[src/rtl/dda_pkg.sv]
// Shared types, constants and command codes of the line/triangle rasterizer.
package dda_pkg;

   localparam int CoordBits = 12;
   localparam int FracBits  = 16;
   localparam int DiffBits  = CoordBits + 1;
   localparam int NumBits   = DiffBits + FracBits;
   localparam int AccBits   = CoordBits + FracBits + 1;
   localparam int PixBits   = 14;
   localparam int SizeBits  = 13;

   localparam logic [1:0] CMD_LOAD_LINE = 2'd0;
   localparam logic [1:0] CMD_LOAD_TRI  = 2'd1;
   localparam logic [1:0] CMD_STEP      = 2'd2;

   localparam logic [0:0] REG_WIDTH  = 1'b0;
   localparam logic [0:0] REG_HEIGHT = 1'b1;

   // Commands from controller to datapath.
   typedef struct packed {
      logic load;
      logic edge_setup;
      logic div_start;
      logic advance;
      logic next_edge;
   } dda_cmd_type;

   // Status from datapath to controller.
   typedef struct packed {
      logic div_done;
      logic at_end;
      logic final_edge;
   } dda_status_type;

endpackage

[src/rtl/dda_divider.sv]
// Restoring signed divider, one quotient bit per cycle, truncation toward zero.
module dda_divider import dda_pkg::*; (
   input  logic                      clock,
   input  logic                      reset,
   input  logic                      start,
   input  logic signed [NumBits-1:0] dividend,
   input  logic signed [DiffBits-1:0] divisor,
   output logic                      done,
   output logic signed [AccBits-1:0] quotient
);
   localparam int CntBits = $clog2(NumBits + 1);

   logic [NumBits-1:0]  quo_ff, quo_in;
   logic [DiffBits-1:0] rem_ff, rem_in;
   logic [DiffBits-1:0] den_ff, den_in;
   logic                neg_ff, neg_in;
   logic [CntBits-1:0]  cnt_ff, cnt_in;
   logic                busy_ff, busy_in;
   logic [DiffBits:0]   trial;
   logic [NumBits-1:0]  signed_quo;

   always_comb begin
      quo_in  = quo_ff;
      rem_in  = rem_ff;
      den_in  = den_ff;
      neg_in  = neg_ff;
      cnt_in  = cnt_ff;
      busy_in = busy_ff;
      trial   = {rem_ff[DiffBits-1:0], quo_ff[NumBits-1]} - {1'b0, den_ff};
      // Load magnitudes, then shift one bit a cycle.
      if (start) begin
         quo_in  = dividend[NumBits-1] ? NumBits'(-dividend) : NumBits'(dividend);
         den_in  = divisor[DiffBits-1] ? DiffBits'(-divisor) : DiffBits'(divisor);
         rem_in  = '0;
         neg_in  = dividend[NumBits-1] ^ divisor[DiffBits-1];
         cnt_in  = CntBits'(NumBits);
         busy_in = 1'b1;
      end else if (busy_ff) begin
         if (!trial[DiffBits]) begin
            rem_in = trial[DiffBits-1:0];
            quo_in = {quo_ff[NumBits-2:0], 1'b1};
         end else begin
            rem_in = {rem_ff[DiffBits-2:0], quo_ff[NumBits-1]};
            quo_in = {quo_ff[NumBits-2:0], 1'b0};
         end
         cnt_in = cnt_ff - 1'b1;
         if (cnt_ff == CntBits'(1)) busy_in = 1'b0;
      end
   end

   always_ff @(posedge clock) begin
      quo_ff <= quo_in;
      rem_ff <= rem_in;
      den_ff <= den_in;
      neg_ff <= neg_in;
      cnt_ff <= cnt_in;
      if (reset) busy_ff <= 1'b0;
      else       busy_ff <= busy_in;
   end

   assign done       = !busy_ff;
   assign signed_quo = neg_ff ? -quo_ff : quo_ff;
   assign quotient   = AccBits'(signed'(signed_quo));
endmodule

[src/rtl/dda_datapath.sv]
// Vertex store, edge setup, DDA stepping and pixel formation.
module dda_datapath import dda_pkg::*; (
   input  logic                        clock,
   input  logic                        reset,
   input  dda_cmd_type                 cmd,
   output dda_status_type              status,
   input  logic                        tri_load,
   input  logic signed [CoordBits-1:0] x0, y0, x1, y1, x2, y2,
   input  logic [7:0]                  red_in, green_in, blue_in,
   input  logic [SizeBits-1:0]         screen_width, screen_height,
   output logic signed [PixBits-1:0]   pixel_x, pixel_y,
   output logic [7:0]                  red_out, green_out, blue_out
);
   logic signed [CoordBits-1:0] vx_ff [3];
   logic signed [CoordBits-1:0] vy_ff [3];
   logic [23:0]                 colour_ff;
   logic [1:0]                  edge_ff, edge_in;
   logic                        tri_ff;
   logic                        major_x_ff, major_x_in;
   logic signed [CoordBits-1:0] pos_ff, pos_in, end_ff, end_in;
   logic signed [AccBits-1:0]   acc_ff, acc_in;
   logic signed [NumBits-1:0]   num_ff, num_in;
   logic signed [DiffBits-1:0]  den_ff, den_in;
   logic                        zero_ff, zero_in;
   logic signed [AccBits-1:0]   quotient;
   logic                        div_done;

   logic [1:0]                  a_idx, b_idx;
   logic signed [CoordBits-1:0] ax, ay, bx, by, i0, d0, i1, d1;
   logic signed [DiffBits-1:0]  dx, dy, adx, ady;
   logic                        mx;
   logic signed [AccBits-1:0]   acc_adj;
   logic signed [AccBits-FracBits-1:0] minor;
   logic signed [PixBits-1:0]   vx, vy;

   dda_divider u_div (
      .clock(clock), .reset(reset), .start(cmd.div_start),
      .dividend(num_ff), .divisor(den_ff), .done(div_done), .quotient(quotient)
   );

   // Select edge endpoints and order by the major axis.
   always_comb begin
      a_idx = edge_ff;
      b_idx = (edge_ff == 2'd2) ? 2'd0 : edge_ff + 2'd1;
      ax = vx_ff[a_idx]; ay = vy_ff[a_idx];
      bx = vx_ff[b_idx]; by = vy_ff[b_idx];
      dx = DiffBits'(ax) - DiffBits'(bx);
      dy = DiffBits'(ay) - DiffBits'(by);
      adx = dx[DiffBits-1] ? -dx : dx;
      ady = dy[DiffBits-1] ? -dy : dy;
      mx = adx > ady;
      if (mx) begin
         i0 = ax; d0 = ay; i1 = bx; d1 = by;
      end else begin
         i0 = ay; d0 = ax; i1 = by; d1 = bx;
      end
      if (i0 > i1) begin
         i0 = mx ? bx : by; d0 = mx ? by : bx;
         i1 = mx ? ax : ay; d1 = mx ? ay : ax;
      end
   end

   // Next state of the stepping registers.
   always_comb begin
      edge_in    = edge_ff;
      major_x_in = major_x_ff;
      pos_in     = pos_ff;
      end_in     = end_ff;
      acc_in     = acc_ff;
      num_in     = num_ff;
      den_in     = den_ff;
      zero_in    = zero_ff;
      if (cmd.load) edge_in = '0;
      else if (cmd.next_edge) edge_in = edge_ff + 2'd1;
      if (cmd.edge_setup) begin
         major_x_in = mx;
         pos_in     = i0;
         end_in     = i1;
         acc_in     = AccBits'(d0) <<< FracBits;
         num_in     = NumBits'(DiffBits'(d1) - DiffBits'(d0)) <<< FracBits;
         den_in     = DiffBits'(i1) - DiffBits'(i0);
         zero_in    = (i1 == i0);
      end else if (cmd.advance) begin
         pos_in = pos_ff + 1'b1;
         acc_in = acc_ff + (zero_ff ? '0 : quotient);
      end
   end

   always_ff @(posedge clock) begin
      if (cmd.load) begin
         vx_ff[0] <= x0; vy_ff[0] <= y0;
         vx_ff[1] <= x1; vy_ff[1] <= y1;
         vx_ff[2] <= x2; vy_ff[2] <= y2;
         colour_ff <= {red_in, green_in, blue_in};
         tri_ff <= tri_load;
      end
      if (reset) edge_ff <= '0;
      else       edge_ff <= edge_in;
      major_x_ff <= major_x_in;
      pos_ff  <= pos_in;
      end_ff  <= end_in;
      acc_ff  <= acc_in;
      num_ff  <= num_in;
      den_ff  <= den_in;
      zero_ff <= zero_in;
   end

   // Truncate the accumulator toward zero and map to screen space.
   always_comb begin
      acc_adj = acc_ff[AccBits-1] ? acc_ff + AccBits'((1 << FracBits) - 1) : acc_ff;
      minor   = acc_adj[AccBits-1:FracBits];
      vx = major_x_ff ? PixBits'(pos_ff) : PixBits'(minor);
      vy = major_x_ff ? PixBits'(minor) : PixBits'(pos_ff);
   end

   assign pixel_x   = PixBits'(screen_width >> 1) + vx;
   assign pixel_y   = PixBits'(screen_height >> 1) - vy;
   assign red_out   = colour_ff[23:16];
   assign green_out = colour_ff[15:8];
   assign blue_out  = colour_ff[7:0];
   assign status.div_done   = div_done;
   assign status.at_end     = pos_ff >= end_ff;
   assign status.final_edge = tri_ff ? (edge_ff == 2'd2) : 1'b1;
endmodule

[src/rtl/dda_controller.sv]
// Command sequencer: loads, edge setup, slope division and pixel stepping.
module dda_controller import dda_pkg::*; (
   input  logic           clock,
   input  logic           reset,
   input  logic           req_valid,
   output logic           req_ready,
   input  logic [1:0]     req_cmd,
   output logic           rsp_valid,
   input  logic           rsp_ready,
   output logic           rsp_last,
   output logic           out_capture,
   output dda_cmd_type    cmd,
   input  dda_status_type status
);
   typedef enum logic [2:0] {
      ST_IDLE, ST_SETUP, ST_DIV_START, ST_DIV_WAIT, ST_READY
   } state_type;

   state_type state_ff, state_in;
   logic      busy_ff, busy_in;
   logic      rv_ff, rv_in;
   logic      last_ff, last_in;
   logic      accept, is_load, is_step, can_out;

   assign can_out   = !rv_ff || rsp_ready;
   assign req_ready = (state_ff == ST_IDLE) || (state_ff == ST_READY && can_out);
   assign accept    = req_valid && req_ready;
   assign is_load   = req_cmd == CMD_LOAD_LINE || req_cmd == CMD_LOAD_TRI;
   assign is_step   = req_cmd == CMD_STEP && busy_ff && state_ff == ST_READY;

   always_comb begin
      state_in = state_ff;
      busy_in  = busy_ff;
      rv_in    = rv_ff && !rsp_ready;
      last_in  = last_ff;
      cmd      = '0;
      out_capture = 1'b0;
      case (state_ff)
         ST_SETUP: begin
            cmd.edge_setup = 1'b1;
            state_in = ST_DIV_START;
         end
         ST_DIV_START: begin
            cmd.div_start = 1'b1;
            state_in = ST_DIV_WAIT;
         end
         ST_DIV_WAIT: begin
            if (status.div_done) state_in = ST_READY;
         end
         default: ;
      endcase
      if (accept && is_load) begin
         cmd.load = 1'b1;
         busy_in  = 1'b1;
         state_in = ST_SETUP;
      end else if (accept && is_step) begin
         // Emit current pixel, then advance, move to the next edge or end the shape.
         out_capture = 1'b1;
         rv_in   = 1'b1;
         last_in = 1'b0;
         if (!status.at_end) begin
            cmd.advance = 1'b1;
         end else if (status.final_edge) begin
            last_in  = 1'b1;
            busy_in  = 1'b0;
            state_in = ST_IDLE;
         end else begin
            cmd.next_edge = 1'b1;
            state_in = ST_SETUP;
         end
      end
   end

   always_ff @(posedge clock) begin
      if (reset) begin
         state_ff <= ST_IDLE;
         busy_ff  <= 1'b0;
         rv_ff    <= 1'b0;
         last_ff  <= 1'b0;
      end else begin
         state_ff <= state_in;
         busy_ff  <= busy_in;
         rv_ff    <= rv_in;
         last_ff  <= last_in;
      end
   end

   assign rsp_valid = rv_ff;
   assign rsp_last  = last_ff;
endmodule

[src/rtl/dda_line_triangle_rasterizer.sv]
// Top level of the DDA line and wireframe triangle rasterizer.
// Usage:
//   req_* carries one item per valid/ready handshake: a load (line or
//   triangle with colour) or a step. A load gives no result; it replaces
//   any shape in progress and sets up the first edge. Each step while a
//   shape is active gives one pixel item on rsp_*; steps when idle and
//   command three are dropped.
//   Edge setup runs through the setup, divider-start and divide-wait states
//   with the slope division, one quotient bit per cycle over 29 bits, for
//   each load and edge change; req_ready is low in that time. Within an edge
//   one step is taken per cycle while rsp_ready allows, so pixels stream at
//   one per cycle, rsp_valid rising in the cycle after. The output register
//   holds a pixel while rsp_ready is low; the next step waits to replace it.
//   csr_* is an APB-style port: screen width at 0, height at 4. Write only
//   while idle. Reset clears control state and sets 640 by 480.
module dda_line_triangle_rasterizer import dda_pkg::*; (
   input  logic                        clock,
   input  logic                        reset,
   input  logic                        req_valid,
   output logic                        req_ready,
   input  logic [1:0]                  req_cmd,
   input  logic signed [CoordBits-1:0] req_x0, req_y0, req_x1, req_y1, req_x2, req_y2,
   input  logic [7:0]                  req_red_in, req_green_in, req_blue_in,
   output logic                        rsp_valid,
   input  logic                        rsp_ready,
   output logic signed [PixBits-1:0]   rsp_pixel_x, rsp_pixel_y,
   output logic [7:0]                  rsp_red_out, rsp_green_out, rsp_blue_out,
   output logic                        rsp_last_of_shape,
   input  logic                        csr_psel,
   input  logic                        csr_penable,
   input  logic                        csr_pwrite,
   input  logic [2:0]                  csr_paddr,
   input  logic [31:0]                 csr_pwdata,
   output logic [31:0]                 csr_prdata,
   output logic                        csr_pready
);
   logic [SizeBits-1:0]       width_ff, height_ff;
   dda_cmd_type               cmd;
   dda_status_type            status;
   logic                      capture;
   logic signed [PixBits-1:0] px, py;
   logic [7:0]                r, g, b;
   logic signed [PixBits-1:0] px_ff, py_ff;
   logic [23:0]               col_ff;

   // Configuration registers.
   always_ff @(posedge clock) begin
      if (reset) begin
         width_ff  <= SizeBits'(640);
         height_ff <= SizeBits'(480);
      end else if (csr_psel && csr_penable && csr_pwrite && csr_paddr[1:0] == 2'b00) begin
         if (csr_paddr[2] == REG_WIDTH)
            width_ff <= csr_pwdata[SizeBits-1:0];
         else if (csr_paddr[2] == REG_HEIGHT)
            height_ff <= csr_pwdata[SizeBits-1:0];
      end
   end

   assign csr_pready = 1'b1;
   always_comb begin
      csr_prdata = '0;
      case (csr_paddr)
         {REG_WIDTH, 2'b00}:  csr_prdata = 32'(width_ff);
         {REG_HEIGHT, 2'b00}: csr_prdata = 32'(height_ff);
         default: csr_prdata = '0;
      endcase
   end

   dda_controller u_ctrl (
      .clock(clock), .reset(reset), .req_valid(req_valid), .req_ready(req_ready),
      .req_cmd(req_cmd), .rsp_valid(rsp_valid), .rsp_ready(rsp_ready),
      .rsp_last(rsp_last_of_shape), .out_capture(capture), .cmd(cmd), .status(status)
   );

   dda_datapath u_dp (
      .clock(clock), .reset(reset), .cmd(cmd), .status(status),
      .tri_load(req_cmd == CMD_LOAD_TRI),
      .x0(req_x0), .y0(req_y0), .x1(req_x1), .y1(req_y1), .x2(req_x2), .y2(req_y2),
      .red_in(req_red_in), .green_in(req_green_in), .blue_in(req_blue_in),
      .screen_width(width_ff), .screen_height(height_ff),
      .pixel_x(px), .pixel_y(py), .red_out(r), .green_out(g), .blue_out(b)
   );

   // Hold the emitted pixel in the output register.
   always_ff @(posedge clock) begin
      if (capture) begin
         px_ff  <= px;
         py_ff  <= py;
         col_ff <= {r, g, b};
      end
   end

   assign rsp_pixel_x   = px_ff;
   assign rsp_pixel_y   = py_ff;
   assign rsp_red_out   = col_ff[23:16];
   assign rsp_green_out = col_ff[15:8];
   assign rsp_blue_out  = col_ff[7:0];
endmodule

[config.mk]
export PLATFORM = sky130hd
export DESIGN_NAME = dda_line_triangle_rasterizer
export DESIGN_NICKNAME = d
export VERILOG_FILES = /design/src/rtl/dda_pkg.sv /design/src/rtl/dda_divider.sv /design/src/rtl/dda_datapath.sv /design/src/rtl/dda_controller.sv /design/src/rtl/dda_line_triangle_rasterizer.sv
export SDC_FILE = /design/constraint.sdc
export NUM_CORES = 1
export LEC_CHECK = 0
export BUFFER_PORTS_ARGS = -buffer_cell sky130_fd_sc_hd__buf_2
export CORE_AREA = 2 2 275 277
export CTS_CLUSTER_DIAMETER = 40
export DETAILED_ROUTE_END_ITERATION = 10
export DIE_AREA = 0 0 277 279
export PLACE_DENSITY = 0.46
export SYNTH_ARGS = -nofsm -noshare
export SYNTH_HDL_FRONTEND = slang
export SYNTH_SLANG_ARGS = --single-unit
[constraint.sdc]
create_clock -name clock -period 10.3 [get_ports clock]
set_clock_uncertainty 0.05 [all_clocks]
set_input_delay 0.515 -clock clock [delete_from_list [all_inputs] [get_ports clock]]
set_output_delay 0.515 -clock clock [all_outputs]
set_load 0.01 [all_outputs]
Word level (Yosys, flattened, before mapping)
Memory sizes are Yosys's and may differ from the RTL's. A register that Yosys moved wholly into a read port is not among the register bits.
Index checks and enable logic that the tools add are counted.
{"block": "word_totals", "ramBits": 72, "output_inout_bits": 88, "register_bits": 254, "memories": 2, "input_bits": 140}
{"memory": "u_dp.vx_ff", "words": 3, "word_bits": 12, "rd": 2, "rd_ports_with_merged_regs": 1, "wr": 3, "line_no": "dda_datapath.sv:14", "text": "logic signed [CoordBits-1:0] vx_ff [3];"}
{"memory": "u_dp.vy_ff", "words": 3, "word_bits": 12, "rd": 2, "rd_ports_with_merged_regs": 1, "wr": 3, "line_no": "dda_datapath.sv:15", "text": "logic signed [CoordBits-1:0] vy_ff [3];"}
{"block": "classes", "addsub": 17, "order_cmp": 3, "bitwise_logic": 3, "n_eq_ne": 10, "n_reduce_logical": 30, "muxes": 61}
{"cell": "2-to-1 mux 29 bit", "n": 8}
{"cell": "2-to-1 mux 12 bit", "n": 11}
{"cell": "negator 29 bit", "n": 2}
{"cell": "subtractor 12 x 12 -> 13 bit", "n": 4}
{"cell": "2-to-1 mux 13 bit", "n": 3}
{"cell": "negator 13 bit", "n": 3}
{"cell": "adder 29 x 17 -> 29 bit (second input constant)", "n": 1}
{"cell": "adder 29 bit", "n": 1}
{"cell": "2-to-1 mux 14 bit", "n": 2}
{"cell": "case mux 13 bit (2 select lines)", "n": 1}
{"cell": "2-to-1 mux 1 bit", "n": 25}
{"cell": "adder 12 x 14 -> 14 bit", "n": 1}
{"cell": "2-to-1 mux 2 bit", "n": 7}
{"cell": "subtractor 12 x 14 -> 14 bit", "n": 1}
{"cell": "subtractor 14 x 13 -> 14 bit", "n": 1}
{"cell": "> comparator 13 bit", "n": 1}
{"cell": "adder 12 x 1 -> 12 bit (second input constant)", "n": 1}
{"cell": "equality test 12 bit", "n": 1}
{"cell": "greater-or-equal comparator 12 bit", "n": 1}
{"cell": "> comparator 12 bit", "n": 1}
{"cell": "logical AND 1 bit", "n": 10}
{"cell": "nonzero test 2 bit", "n": 5}
{"cell": "2-to-1 mux 3 bit", "n": 3}
{"cell": "case mux 3 bit (3 select lines)", "n": 1}
{"cell": "other kinds (17)", "n": 29}

Depth between registers and ports, before layout
Gate-level depths: netlist of the first run.
An unclocked memory read counts as a cell.
{"block": "logic_depth", "word_depth": 11, "ltp_mapped": 61, "mapped_depth_nobuf": 51}

Modules after synthesis
Synthesis of the first run repeated with hierarchy kept, for this count alone.
{"block": "unflattened", "hier_cells": 2385, "area_unflattened_um2": 22927.0}
{"mod": "dda_datapath", "area_each_um2": 14726.6, "seq_area_each_um2": 5265.0, "instances": 1, "cells_each": 1599}
{"mod": "dda_divider", "area_each_um2": 4770.8, "seq_area_each_um2": 1671.6, "instances": 1, "cells_each": 532}
{"mod": "dda_line_triangle_rasterizer", "area_each_um2": 3029.2, "seq_area_each_um2": 2082.0, "instances": 1, "cells_each": 213}
{"mod": "dda_controller", "area_each_um2": 400.4, "seq_area_each_um2": 120.1, "instances": 1, "cells_each": 41}

Worst setup path after synthesis of the first run
Ideal clock, no wire load.
{"block": "synth_timing", "path_kind": "register to register", "start": "register u_dp.edge_ff[0], in the netlist u_dp.a_idx[0]", "end": "register u_dp.num_ff[27], data pin", "path_stages_with_launch": 53, "setup_slack_ps": -1146, "t_arrival_ps": 11138, "cell_sequence": "dfxtp_1 > inv_1 > ha_1 > buf_6 > buf_6 > buf_1 > mux2i_1 > nor2_1 > a21oi_1 > ha_1 > inv_1 > a211oi_2 > o21a_1 > or2_2 > xor2_1 > or3_1 > or2_1 > or4_1 > [... 17 more ...] > nand2_1 > clkbuf_1 > clkbuf_1 > a21oi_1 > mux2i_1 > ha_1 > nor2b_1 > o21ai_0 > a21boi_0 > o21ai_0 > a21boi_0 > o21ai_0 > a21boi_0 > o21ai_0 > nand2b_1 > a21o_1 > a21oi_1 > xnor2_1"}
{"block": "synth_via", "elab_chain_cells": 11, "word_cells_on_any_way": 20, "cone_classes": "6 x add/sub; 2 x order compare; 1 x eq/ne; 9 x mux; 2 x memory"}
{"item": "start, declared", "line_no": "dda_datapath.sv:17", "text": "logic [1:0] edge_ff, edge_in;"}
{"item": "start signal, assigned", "line_no": "dda_datapath.sv:98", "text": "else edge_ff <= edge_in;"}
{"item": "adder 2 x 1 -> 2 bit / equality test 2 bit (equally long branches)", "line_no": "dda_datapath.sv:44", "text": "b_idx = (edge_ff == 2'd2) ? 2'd0 : edge_ff + 2'd1;"}
{"item": "2-to-1 mux 2 bit *", "line_no": "dda_datapath.sv:44"}
{"item": "memory (3 x 12 bit) (on tied branches)"}
{"item": "subtractor 12 x 12 -> 13 bit (on tied branches)", "line_no": "dda_datapath.sv:47, dda_datapath.sv:48"}
{"item": "negator 13 bit (on tied branches)", "line_no": "dda_datapath.sv:49, dda_datapath.sv:50"}
{"item": "2-to-1 mux 13 bit (on tied branches)", "line_no": "dda_datapath.sv:49, dda_datapath.sv:50"}
{"item": "> comparator 13 bit", "line_no": "dda_datapath.sv:51", "text": "mx = adx > ady;"}
{"item": "2-to-1 mux 12 bit", "line_no": "dda_datapath.sv:52", "text": "if (mx) begin"}
{"item": "> comparator 12 bit", "line_no": "dda_datapath.sv:57", "text": "if (i0 > i1) begin"}
{"item": "2-to-1 mux 12 bit", "line_no": "dda_datapath.sv:57"}
{"item": "subtractor 12 x 12 -> 13 bit *", "line_no": "dda_datapath.sv:80", "text": "num_in = NumBits'(DiffBits'(d1) - DiffBits'(d0)) <<< FracBits;"}
{"item": "end signal, assigned", "line_no": "dda_datapath.sv:103", "text": "num_ff <= num_in;"}
{"item": "end, declared", "line_no": "dda_datapath.sv:22", "text": "logic signed [NumBits-1:0] num_ff, num_in;"}
Every way passes the cells marked *; elsewhere a longest branch is shown, timed or not.
A chain may end at the register's enable or synchronous reset.

Final worst setup path of the first run
{"block": "layout_timing", "start": "register u_dp.edge_ff[1], in the netlist u_dp.a_idx[1]", "end": "register u_dp.num_ff[27], data pin"}
The elaborated chain is that of the path after synthesis.

==> run_results.csv, run 1 <==
group,metric,value,unit
status,status,"complete, no violations",
grt,antenna_found_initial,1,
hold_path,holdPathStages,1,
sta,drv_slew,0,
floorplan,dieArea,77280,um2
synth,ys_warn_count,0,
floorplan,ioPinCount,228,
synth,synthAdderAreaFrac,0.08969,
drt,via_per_inst,4.883,
drt,wl,63340,um
critical_path,r2r_end,"u_dp.num_ff[27]",
grt,grt_usage,0.1620,
synth,synth_seq_cells,328,
critical_path,r2r_setup_slack,470,ps
critical_path,cp_slowest_cell,"or4b_4",
final_layout,fin_area,28090,um2
critical_path,r2r_cells,45,
synth,synth-seq-area-share,0.4146,
power_and_ir_drop,power_density,322.8,nW/um2
synth,synthSimpleGateAreaFrac,0.1433,
clock_network,cts.clk_slew.worst_paths,60,ps
critical_path,worstReg2RegStart,"u_dp.a_idx[1]",
grt,grt_pass1_vias,18051,
drt,num_vias,18127,
sta,setup_viol,0,
clock_network,htreeDepth,2,
sta,layout_min_cycle_time,9825,ps
drt,dr.pass1.iters,5,
place,port_buffers,188,
hold_path,hold_start,"req_y0[2]",
hold_path,hold_end,"u_dp.vy_ff[0][2]",
synth,synthCells,2304,
synth,yosysMostFrequentCell,"edfxtp_1",
critical_path,required,10580,ps
power_and_ir_drop,p_leak,11.65,nW
floorplan,die_h,279,um
synth,synth-edff-count,257,
sta,finalHoldViolCount,0,
critical_path,arrival,10100,ps
grt,grt_max_degree,74,
synth,ys.flop_type,"edfxtp_1",
drt,drtIter0Drc,919,
critical_path,crit_fanout,24,
clock_network,clock_path_buffers,3,
synth,synthTopCellsByArea,"edfxtp_1 (35%), ha_1 (8.2%), dfxtp_1 (6.4%)",
clock_network,clk_latency,620,ps
critical_path,worstSetupPathType,"register to register",
clock_network,cts_tree,"yes",
place,dpl_cell_area,25370,um2
grt,grt_pass1_wl,99810,um
floorplan,fp.dieW,277,um
synth,synth_area_per_cell,9.567,um2
floorplan,core-area,74070,um2
synth,ys_async_sr_fraction,0,
drt,antenna_left,0,
place,place_congestion,0.8704,
drt,drcViolationCount,0,
synth,synth-compound-area-share,0.1594,
synth,synthTopCellsByCount,"edfxtp_1 (257), nor2_1 (226), nand2_1 (221)",
power_and_ir_drop,ir_drop,0.2021,mV
final_layout,drive_gt1_frac,0.2282,
clock_network,cts_buffers,57,
sta,tns,0,ps
synth,synth_cell_types,96,
sta,finalCritPeriodShare,0.9539,
final_layout,antenna_cells,0,
clock_network,numClockSinks,328,
synth,synth_top_area_cell,"edfxtp_1",
critical_path,worst_path_most_repeated_cell,"buf_4",
clock_network,cts-root-buf,"clkbuf_16",
floorplan,start_util,0.2976,
critical_path,start_kind,"register",
final_layout,area_growth,27.43,%
sta,tightestPinTransition,1170,ps
sta,max_slew_margin,0.2183,
final_layout,final_nets,2985,
place,dp_cells,3572,
drt,avgRoutedWirePerCell,17.06,um
synth,synth_top_family_by_area,"compound AO/OA/AOI/OAI gates",
hold_path,hp-class,"input pin to register",
final_layout,finalNonFillerCells,3712,
critical_path,max_stage_delay,560,ps
synth,synth_mux_area_frac,0.07453,
grt,grt_overflow,0,
flow_run,cap_violations,0,
sta,fmax,101.8,MHz
synth,syn-cell-area,22040,um2
critical_path,endpoint_kind,"register",
synth,yosysTopAreaCellShare,0.3501,
floorplan,rows,100,
synth,synth_xor_area_frac,0.07073,
place,dp_hpwl,49920,um
## registers in the layout, summed over array words and instances (netlist names), 13 cells and up, named ones only
signal,cells
u_dp.colour_ff,24
u_dp.u_div.rem_ff,13
rsp_pixel_y,14
u_dp.u_div.den_ff,13
height_ff,13
u_dp.u_div.quo_ff,29
u_dp.num_ff,13
u_dp.den_ff,13
u_dp.vy_ff,36
rsp_pixel_x,14
col_ff,24
u_dp.acc_ff,29
width_ff,13
u_dp.vx_ff,36
## area by class of cell
class,instances,area (um2)
Clock buffer,61,1473
Tap cell,969,1212
Sequential cell,328,9140
Inverter,133,501.7
Multi-Input combinational cell,1752,12270
Clock inverter,46,626.9
Fill cell,7408,45980
Timing Repair Buffer,423,2867
## critical path: cells and delay by family (launching register included)
family / cells / cell delay (ps)
XOR/XNOR: 2 / 240
adder cells (fa/ha/maj): 6 / 1370
AO/OA/AOI/OAI: 14 / 2690
AND/OR/NAND/NOR: 11 / 3050
multiplexers: 2 / 320
buffers and inverters: 10 / 1470
flip-flops: 1 / 340
## layer usage
| metal | up-vias | wire length, um | global-route usage |
|---|---|---|---|
| li1 | 9086 | - | - |
| met1 | 8639 | 29840 | 0.2148 |
| met2 | 310 | 29820 | 0.2739 |
| met3 | 90 | 2172 | 0.02335 |
| met4 | 2 | 1487 | 0.04738 |
| met5 | - | 16 | 0 |
## cells by family after synthesis
family / after synthesis
and+or+nand+nor: 685
DFF: 328
buffers and inverters: 243
other: 2
AOI/OAI and AO/OA: 553
adders and majority gates: 156
muxes: 159
xor gates and xnor gates: 178
## cells in the final DEF (no fill, tap or decap), types with 23 or more instances in the layout
master,n
and2_1,23
o21ai_0,127
nand2_1,220
xnor2_1,97
buf_4,203
buf_2,188
nand3_1,38
a21oi_1,151
dlygate4sd3_1,23
a21o_1,29
xor2_1,79
nor2_1,221
dfxtp_1,70
inv_1,125
ha_1,140
nor3_1,28
mux2i_1,122
edfxtp_1,257
clkbuf_16,59
## repair_timing
item                       4_1_cts  5_1_grt
hold endpoints to repair        23        0
hold buffers                    23        0
pin swaps                        1       26
buffers inserted                 1        7
resized for setup                6       73
setup endpoints to repair        5        7
cloned                           0        2
## worst max-delay path by stage
stage,from,endpoint,slack [ps]
finish,u_dp.a_idx[1],u_dp.num_ff[27],470
global route,u_dp.a_idx[1],u_dp.num_ff[27],-4
CTS,u_dp.a_idx[1],u_dp.num_ff[27],30
detailed placement,u_dp.a_idx[0],u_dp.num_ff[27],-310
global placement,u_dp.a_idx[0],u_dp.num_ff[27],-90
floorplan,u_dp.a_idx[0],u_dp.num_ff[27],7
## power breakdown
group          switching, W  internal [W]  total, W  leakage, nW
combinational       0.00283       0.00229   0.00512         7.70
clock              0.000712       0.00133   0.00204         1.02
sequential         0.000126       0.00179   0.00191         2.94
total               0.00367       0.00540   0.00907         11.7
## per-stage QoR
stage                     power (W)    util  hold slack (ps)  setup WS (ps)
after floorplan            0.004922       -            350.3          7.141
after global placement     0.006691  0.3425            350.5         -93.90
after detailed placement   0.006750  0.3425            354.5         -312.7
after CTS                  0.008868  0.3744           0.3595          26.19
after global routing       0.009756  0.3792            3.316         -4.027
final                      0.009068  0.3792            34.44          474.8
No activity file was read; power rests on OpenSTA's default activity.
==> run 2, diff against run 1 <==
Settings changed: CELL_PAD_IN_SITES_DETAIL_PLACEMENT from default to 0, CELL_PAD_IN_SITES_GLOBAL_PLACEMENT from default to 1, CTS_CLUSTER_SIZE from default to 40, PLACE_DENSITY 0.46 to 0.57.
==> run 2 against run 1 <==
Net effect:
- maximum frequency up 0.43%
- via count up 1.1%
- wire length up 3.1%
- critical path depth up 5
- sequential share of layout area down 0.77 points
- clock power down 4%
- combinational power up 1%
- register-to-register slack better by 40 ps
- hold slack worse by 2.4 ps
- utilization up 0.91 points
- sequential power about the same
- die area unchanged
- critical path type unchanged
- critical endpoint is now u_dp.num_ff[26]
- highest routed layer is now met4
==> run_results.csv, run 2 (same netlist as run 1, synthesis figures left out) <==
group,metric,value,unit
floorplan,core-area,74070,um2
final_layout,reg.largest.list,"u_dp.vx_ff (36), u_dp.vy_ff (36)",
final_layout,area_growth,30.49,%
final_layout,final_nets,3056,
clock_network,cts.clk_slew.worst_paths,50,ps
critical_path,max_stage_delay,580,ps
sta,layout_min_cycle_time,9783,ps
critical_path,start_kind,"register",
power_and_ir_drop,power.total,0.009045,W
grt,grt_pass1_vias,18668,
drt,drtIter0Drc,735,
floorplan,start_util,0.2976,
drt,num_vias,18319,
drt,dr.pass1.iters,5,
grt,grt_pass1_wl,102500,um
sta,setup_viol,0,
final_layout,fill_cells,7331,
status,status,"complete, no violations",
power_and_ir_drop,ir_drop,0.2026,mV
critical_path,crit_fanout,8,
critical_path,worst_path_most_repeated_cell,"a21oi_2",
final_layout,layout_common_cells,"edfxtp_1 (257), nor2_1 (221), nand2_1 (220)",
drt,via_per_inst,4.839,
critical_path,path_delay_family,"simple AND/OR/NAND/NOR gates",
sta,tightestPinTransition,1196,ps
place,dpl_cell_area,25400,um2
grt,antenna_found_initial,1,
final_layout,drive_gt1_frac,0.2215,
clock_network,clk_latency,640,ps
grt,grt_max_degree,79,
critical_path,worstReg2RegStart,"u_dp.a_idx[1]",
critical_path,startpoint,"u_dp.a_idx[1]",
sta,finalHoldViolCount,0,
sta,tns,0,ps
critical_path,required,10610,ps
sta,drv_slew,0,
clock_network,htreeDepth,2,
final_layout,fin_area,28760,um2
critical_path,arrival,10090,ps
flow_run,cap_violations,0,
clock_network,cts-root-buf,"clkbuf_16",
clock_network,numClockSinks,328,
hold_path,hold_start,"req_blue_in[7]",
critical_path,cp_slowest_cell,"or4b_4",
sta,max_slew_margin,0.2006,
clock_network,clock_path_buffers,3,
sta,holdWs,32.04,ps
drt,wl,65340,um
place,place_congestion,0.8501,
clock_network,cts_buffers,59,
floorplan,die_h,279,um
critical_path,worstSetupPathType,"register to register",
floorplan,dieArea,77280,um2
hold_path,hp-class,"input pin to register",
floorplan,ioPinCount,228,
final_layout,antenna_cells,0,
critical_path,crit_buf_inv,9,
floorplan,rows,100,
grt,grt_overflow,0,
clock_network,cts_tree,"yes",
power_and_ir_drop,power_density,314.5,nW/um2
final_layout,final_common_cell,"edfxtp_1",
drt,drcViolationCount,0,
place,port_buffers,188,
critical_path,endpoint_kind,"register",
floorplan,fp.dieW,277,um
drt,antenna_left,0,
power_and_ir_drop,p_leak,11.93,nW
sta,fmax,102.2,MHz
drt,avgRoutedWirePerCell,17.26,um
grt,grt_usage,0.1665,
sta,finalCritPeriodShare,0.9498,
place,dp_hpwl,50700,um
==> run 2: cell count changes in the layout (fill, tap and decap cells not counted), moves of 4 or more <==
cell,delta
bufinv_16,-7
mux2i_2,-4
inv_6,+6
dlygate4sd3_1,+70
clkinvlp_4,+4
buf_4,-4
==> run 2: timing repair <==
item / in CTS / in global routing
pin swaps: 1 / 23
setup endpoints to repair: 3 / 8
endpoints found under the hold margin: 93 / 0
resized for setup: 7 / 66
hold buffers: 93 / 0
cloned: 1 / 2
setup buffers: 2 / 4
==> run 2: through the flow <==
| step | cells | utilization | setup slack, ps |
|---|---|---|---|
| 2_1_floorplan | 2322 | - | 7.141 |
| 3_3_place_gp | 3572 | 0.3429 | 65.75 |
| 3_5_place_dp | 3572 | 0.3429 | -67.99 |
| 4_1_cts | 3780 | 0.3841 | 20.05 |
| 5_1_grt | 3786 | 0.3883 | -32.09 |
| 6_report | 3786 | 0.3883 | 516.6 |
==> run 2: path summary, 6_finish.rpt <==
check | end | cells past startpoint | slack, ps
worst max-delay path | u_dp.num_ff[26] | 50 | 520
worst min-delay path | u_dp.colour_ff[7] | 1 | 30
worst max register to register | u_dp.num_ff[26] | 50 | 520
worst min register to register | col_ff[1] | 0 | 370
==> run 2: final cells by class <==
| cell class | count | area (um2) | share of cell area |
|---|---|---|---|
| clock buffer | 63 | 1523 | 0.05294 |
| multi-input combinational | 1752 | 12270 | 0.4264 |
| timing repair buffer | 492 | 3597 | 0.1251 |
| inverter | 133 | 501.7 | 0.01744 |
| clock inverter | 49 | 524.3 | 0.01823 |
| sequential | 328 | 9139 | 0.3177 |
| tap | 969 | 1212 | 0.04215 |
==> run 2: worst reg2reg max path, delay by kind of cell, from the launching register on <==
family	cells	cell delay, ps
AND/OR/NAND/NOR	14	3130
multiplexers	2	490
XOR/XNOR	2	250
adder cells (fa/ha/maj)	6	1620
AO/OA/AOI/OAI	17	2590
buffers and inverters	9	1060
flip-flops	1	310
==> run 2: where the power goes <==
part | internal [W] | total [W] | leakage (nW) | switching (W)
sequential | 0.00179 | 0.00191 | 2.94 | 0.000125
combinational | 0.00233 | 0.00518 | 8.01 | 0.00285
clock | 0.00120 | 0.00195 | 0.980 | 0.000752
total | 0.00532 | 0.00904 | 11.9 | 0.00373
==> run 2: routing by layer <==
layer  vias up  global-route usage  wire [um]
li1       9236                   -          -
met1      8716              0.2160      30360
met2       281              0.2888      31280
met3        86             0.02084       1975
met4         0             0.05059       1717
met5         -                   0          0
==> run 3, diff against run 2 <==
Settings changed: HOLD_SLACK_MARGIN from default to 0.06.
==> run 3 against run 2 <==
Net effect:
- die area is the same
- sequential share of layout area shrank 0.11 points
- combinational power barely moved
- wire length up 0.18%
- maximum frequency barely moved
- first-iteration DRC count grew 3.9%
- largest power group unchanged
- highest routed layer unchanged
- critical path depth is 2 higher
- register-to-register slack is essentially flat
- clock-buffer cell count did not move
- hold slack better by 64 ps
- critical path type unchanged
==> run_results.csv, run 3 (same netlist as run 1, synthesis figures left out) <==
group,metric,value,unit
critical_path,max_stage_delay,580,ps
floorplan,core-area,74070,um2
clock_network,cts-root-buf,"clkbuf_16",
final_layout,layout_common_cells,"edfxtp_1 (257), nor2_1 (221), nand2_1 (220)",
drt,antenna_left,0,
final_layout,final_nets,3068,
critical_path,worstSetupPathType,"register to register",
floorplan,start_util,0.2976,
critical_path,r2r_cells,52,
critical_path,startpoint,"u_dp.a_idx[1]",
status,status,"complete, no violations",
drt,dr.pass1.iters,5,
power_and_ir_drop,power_density,313.6,nW/um2
final_layout,final_common_cell,"edfxtp_1",
sta,max_slew_margin,0.1943,
sta,setup_ws,522.0,ps
power_and_ir_drop,p_leak,11.98,nW
sta,drv_slew,0,
final_layout,antenna_cells,0,
critical_path,cp_slowest_cell,"or4b_4",
place,place_congestion,0.8501,
hold_path,hold_start,"csr_pwdata[9]",
hold_path,holdPathStages,3,
sta,fmax,102.3,MHz
critical_path,crit_fanout,8,
floorplan,die_h,279,um
critical_path,r2r_end,"u_dp.num_ff[26]",
grt,grt_pass1_vias,18729,
sta,finalHoldViolCount,0,
critical_path,start_kind,"register",
floorplan,fp.dieW,277,um
drt,drcViolationCount,0,
final_layout,post-route-util,0.3897,
place,dp_hpwl,50700,um
place,place_ws,-67.99,ps
sta,tightestPinTransition,1206,ps
power_and_ir_drop,power.switching,0.003725,W
drt,drtIter0Drc,764,
sta,setup_viol,0,
flow_run,cap_violations,0,
sta,finalCritPeriodShare,0.9493,
grt,antenna_found_initial,1,
final_layout,drive_gt1_frac,0.2206,
clock_network,htreeDepth,2,
power_and_ir_drop,ir_drop,0.2008,mV
grt,grt_pass1_wl,102900,um
sta,layout_min_cycle_time,9778,ps
power_and_ir_drop,comb_power_share,0.573,
clock_network,cts_buffers,59,
critical_path,r2r_setup_slack,520,ps
critical_path,endpoint_kind,"register",
critical_path,arrival,10090,ps
drt,num_vias,18367,
floorplan,rows,100,
grt,grt_max_degree,79,
place,port_buffers,188,
power_and_ir_drop,p_seq_frac,0.211,
grt,grt_usage,0.1670,
hold_path,hold_end,"width_ff[9]",
hold_path,hp-class,"input pin to register",
drt,avgRoutedWirePerCell,17.23,um
drt,wl,65450,um
drt,via_per_inst,4.836,
power_and_ir_drop,intPower,0.005326,W
final_layout,reg.largest.list,"u_dp.vx_ff (36), u_dp.vy_ff (36)",
power_and_ir_drop,power_frac_clock,0.216,
clock_network,cts.clk_slew.worst_paths,60,ps
floorplan,dieArea,77280,um2
critical_path,worst_path_most_repeated_cell,"a21oi_2",
critical_path,required,10610,ps
critical_path,worstReg2RegStart,"u_dp.a_idx[1]",
grt,grt_overflow,0,
clock_network,clk_latency,630,ps
floorplan,ioPinCount,228,
clock_network,clock_path_buffers,3,
clock_network,numClockSinks,328,
final_layout,area_growth,30.95,%
power_and_ir_drop,switching_share,0.4116,
clock_network,cts_tree,"yes",
[run 3: through the flow]
stage          TNS [ps]  cells  total power (W)  hold WS [ps]  area [um2]
2_1_floorplan         0   2322         0.004922         350.3       22220
6_report              0   3798         0.009051         96.23       28860
3_5_place_dp     -170.8   3572         0.006838         355.4       25400
5_1_grt          -63.06   3798         0.009763         70.25       28860
4_1_cts               0   3792         0.008917         65.40       28570
3_3_place_gp          0   3572         0.006788         350.1       25400
[run 3: repair_timing]
action                     CTS  global route
gates resized for setup      7            64
hold endpoints to repair   109             0
cloned                       1             2
pin swaps                    1            22
setup endpoints to repair    3             8
setup buffers                2             4
hold buffers               105             0
[run 3: final cells by class]
cell class | instances | area, um2
inverters | 133 | 499.2
repair buffers | 504 | 3721
clock buffers | 63 | 1523
flip-flops and latches | 328 | 9140
multi-input cells | 1752 | 12240
clock inverters | 49 | 524.3
fillers | 7325 | 45210
well taps | 969 | 1212
[run 3: worst max path at each step]
stage / end / slack, ps / cells after the start
after detailed placement: u_dp.num_ff[26] / -70 / 48
after CTS: u_dp.num_ff[26] / 20 / 52
final: u_dp.num_ff[26] / 520 / 52
after global placement: u_dp.num_ff[27] / 70 / 45
after floorplan: u_dp.num_ff[27] / 7 / 54
after global routing: u_dp.num_ff[28] / -30 / 55
[run 3: critical path: cells and delay by family (launching register included)]
| family | cells | cell delay [ps] |
|---|---|---|
| flops | 1 | 320 |
| xor+xnor | 2 | 240 |
| fa+ha+maj | 6 | 1590 |
| compound gates | 16 | 2270 |
| mux | 2 | 490 |
| simple gates | 16 | 3390 |
| buf+inv | 10 | 1130 |
[run 3: power by group through the flow]
stage	clock network (W)	logic, W	registers, W
after global placement	0	0.00485	0.00194
after CTS	0.00200	0.00500	0.00191
final	0.00195	0.00519	0.00191
after global routing	0.00207	0.00576	0.00193
after floorplan	0	0.00303	0.00189
after detailed placement	0	0.00490	0.00194
[run 3: metal layers]
layer / wire length [um] / track usage / vias to the layer above
met2: 31310 / 0.2894 / 275
met3: 2006 / 0.02134 / 85
met1: 30420 / 0.2163 / 8749
li1: - / - / 9258
met5: 0 / 0 / -
met4: 1717 / 0.05114 / 0
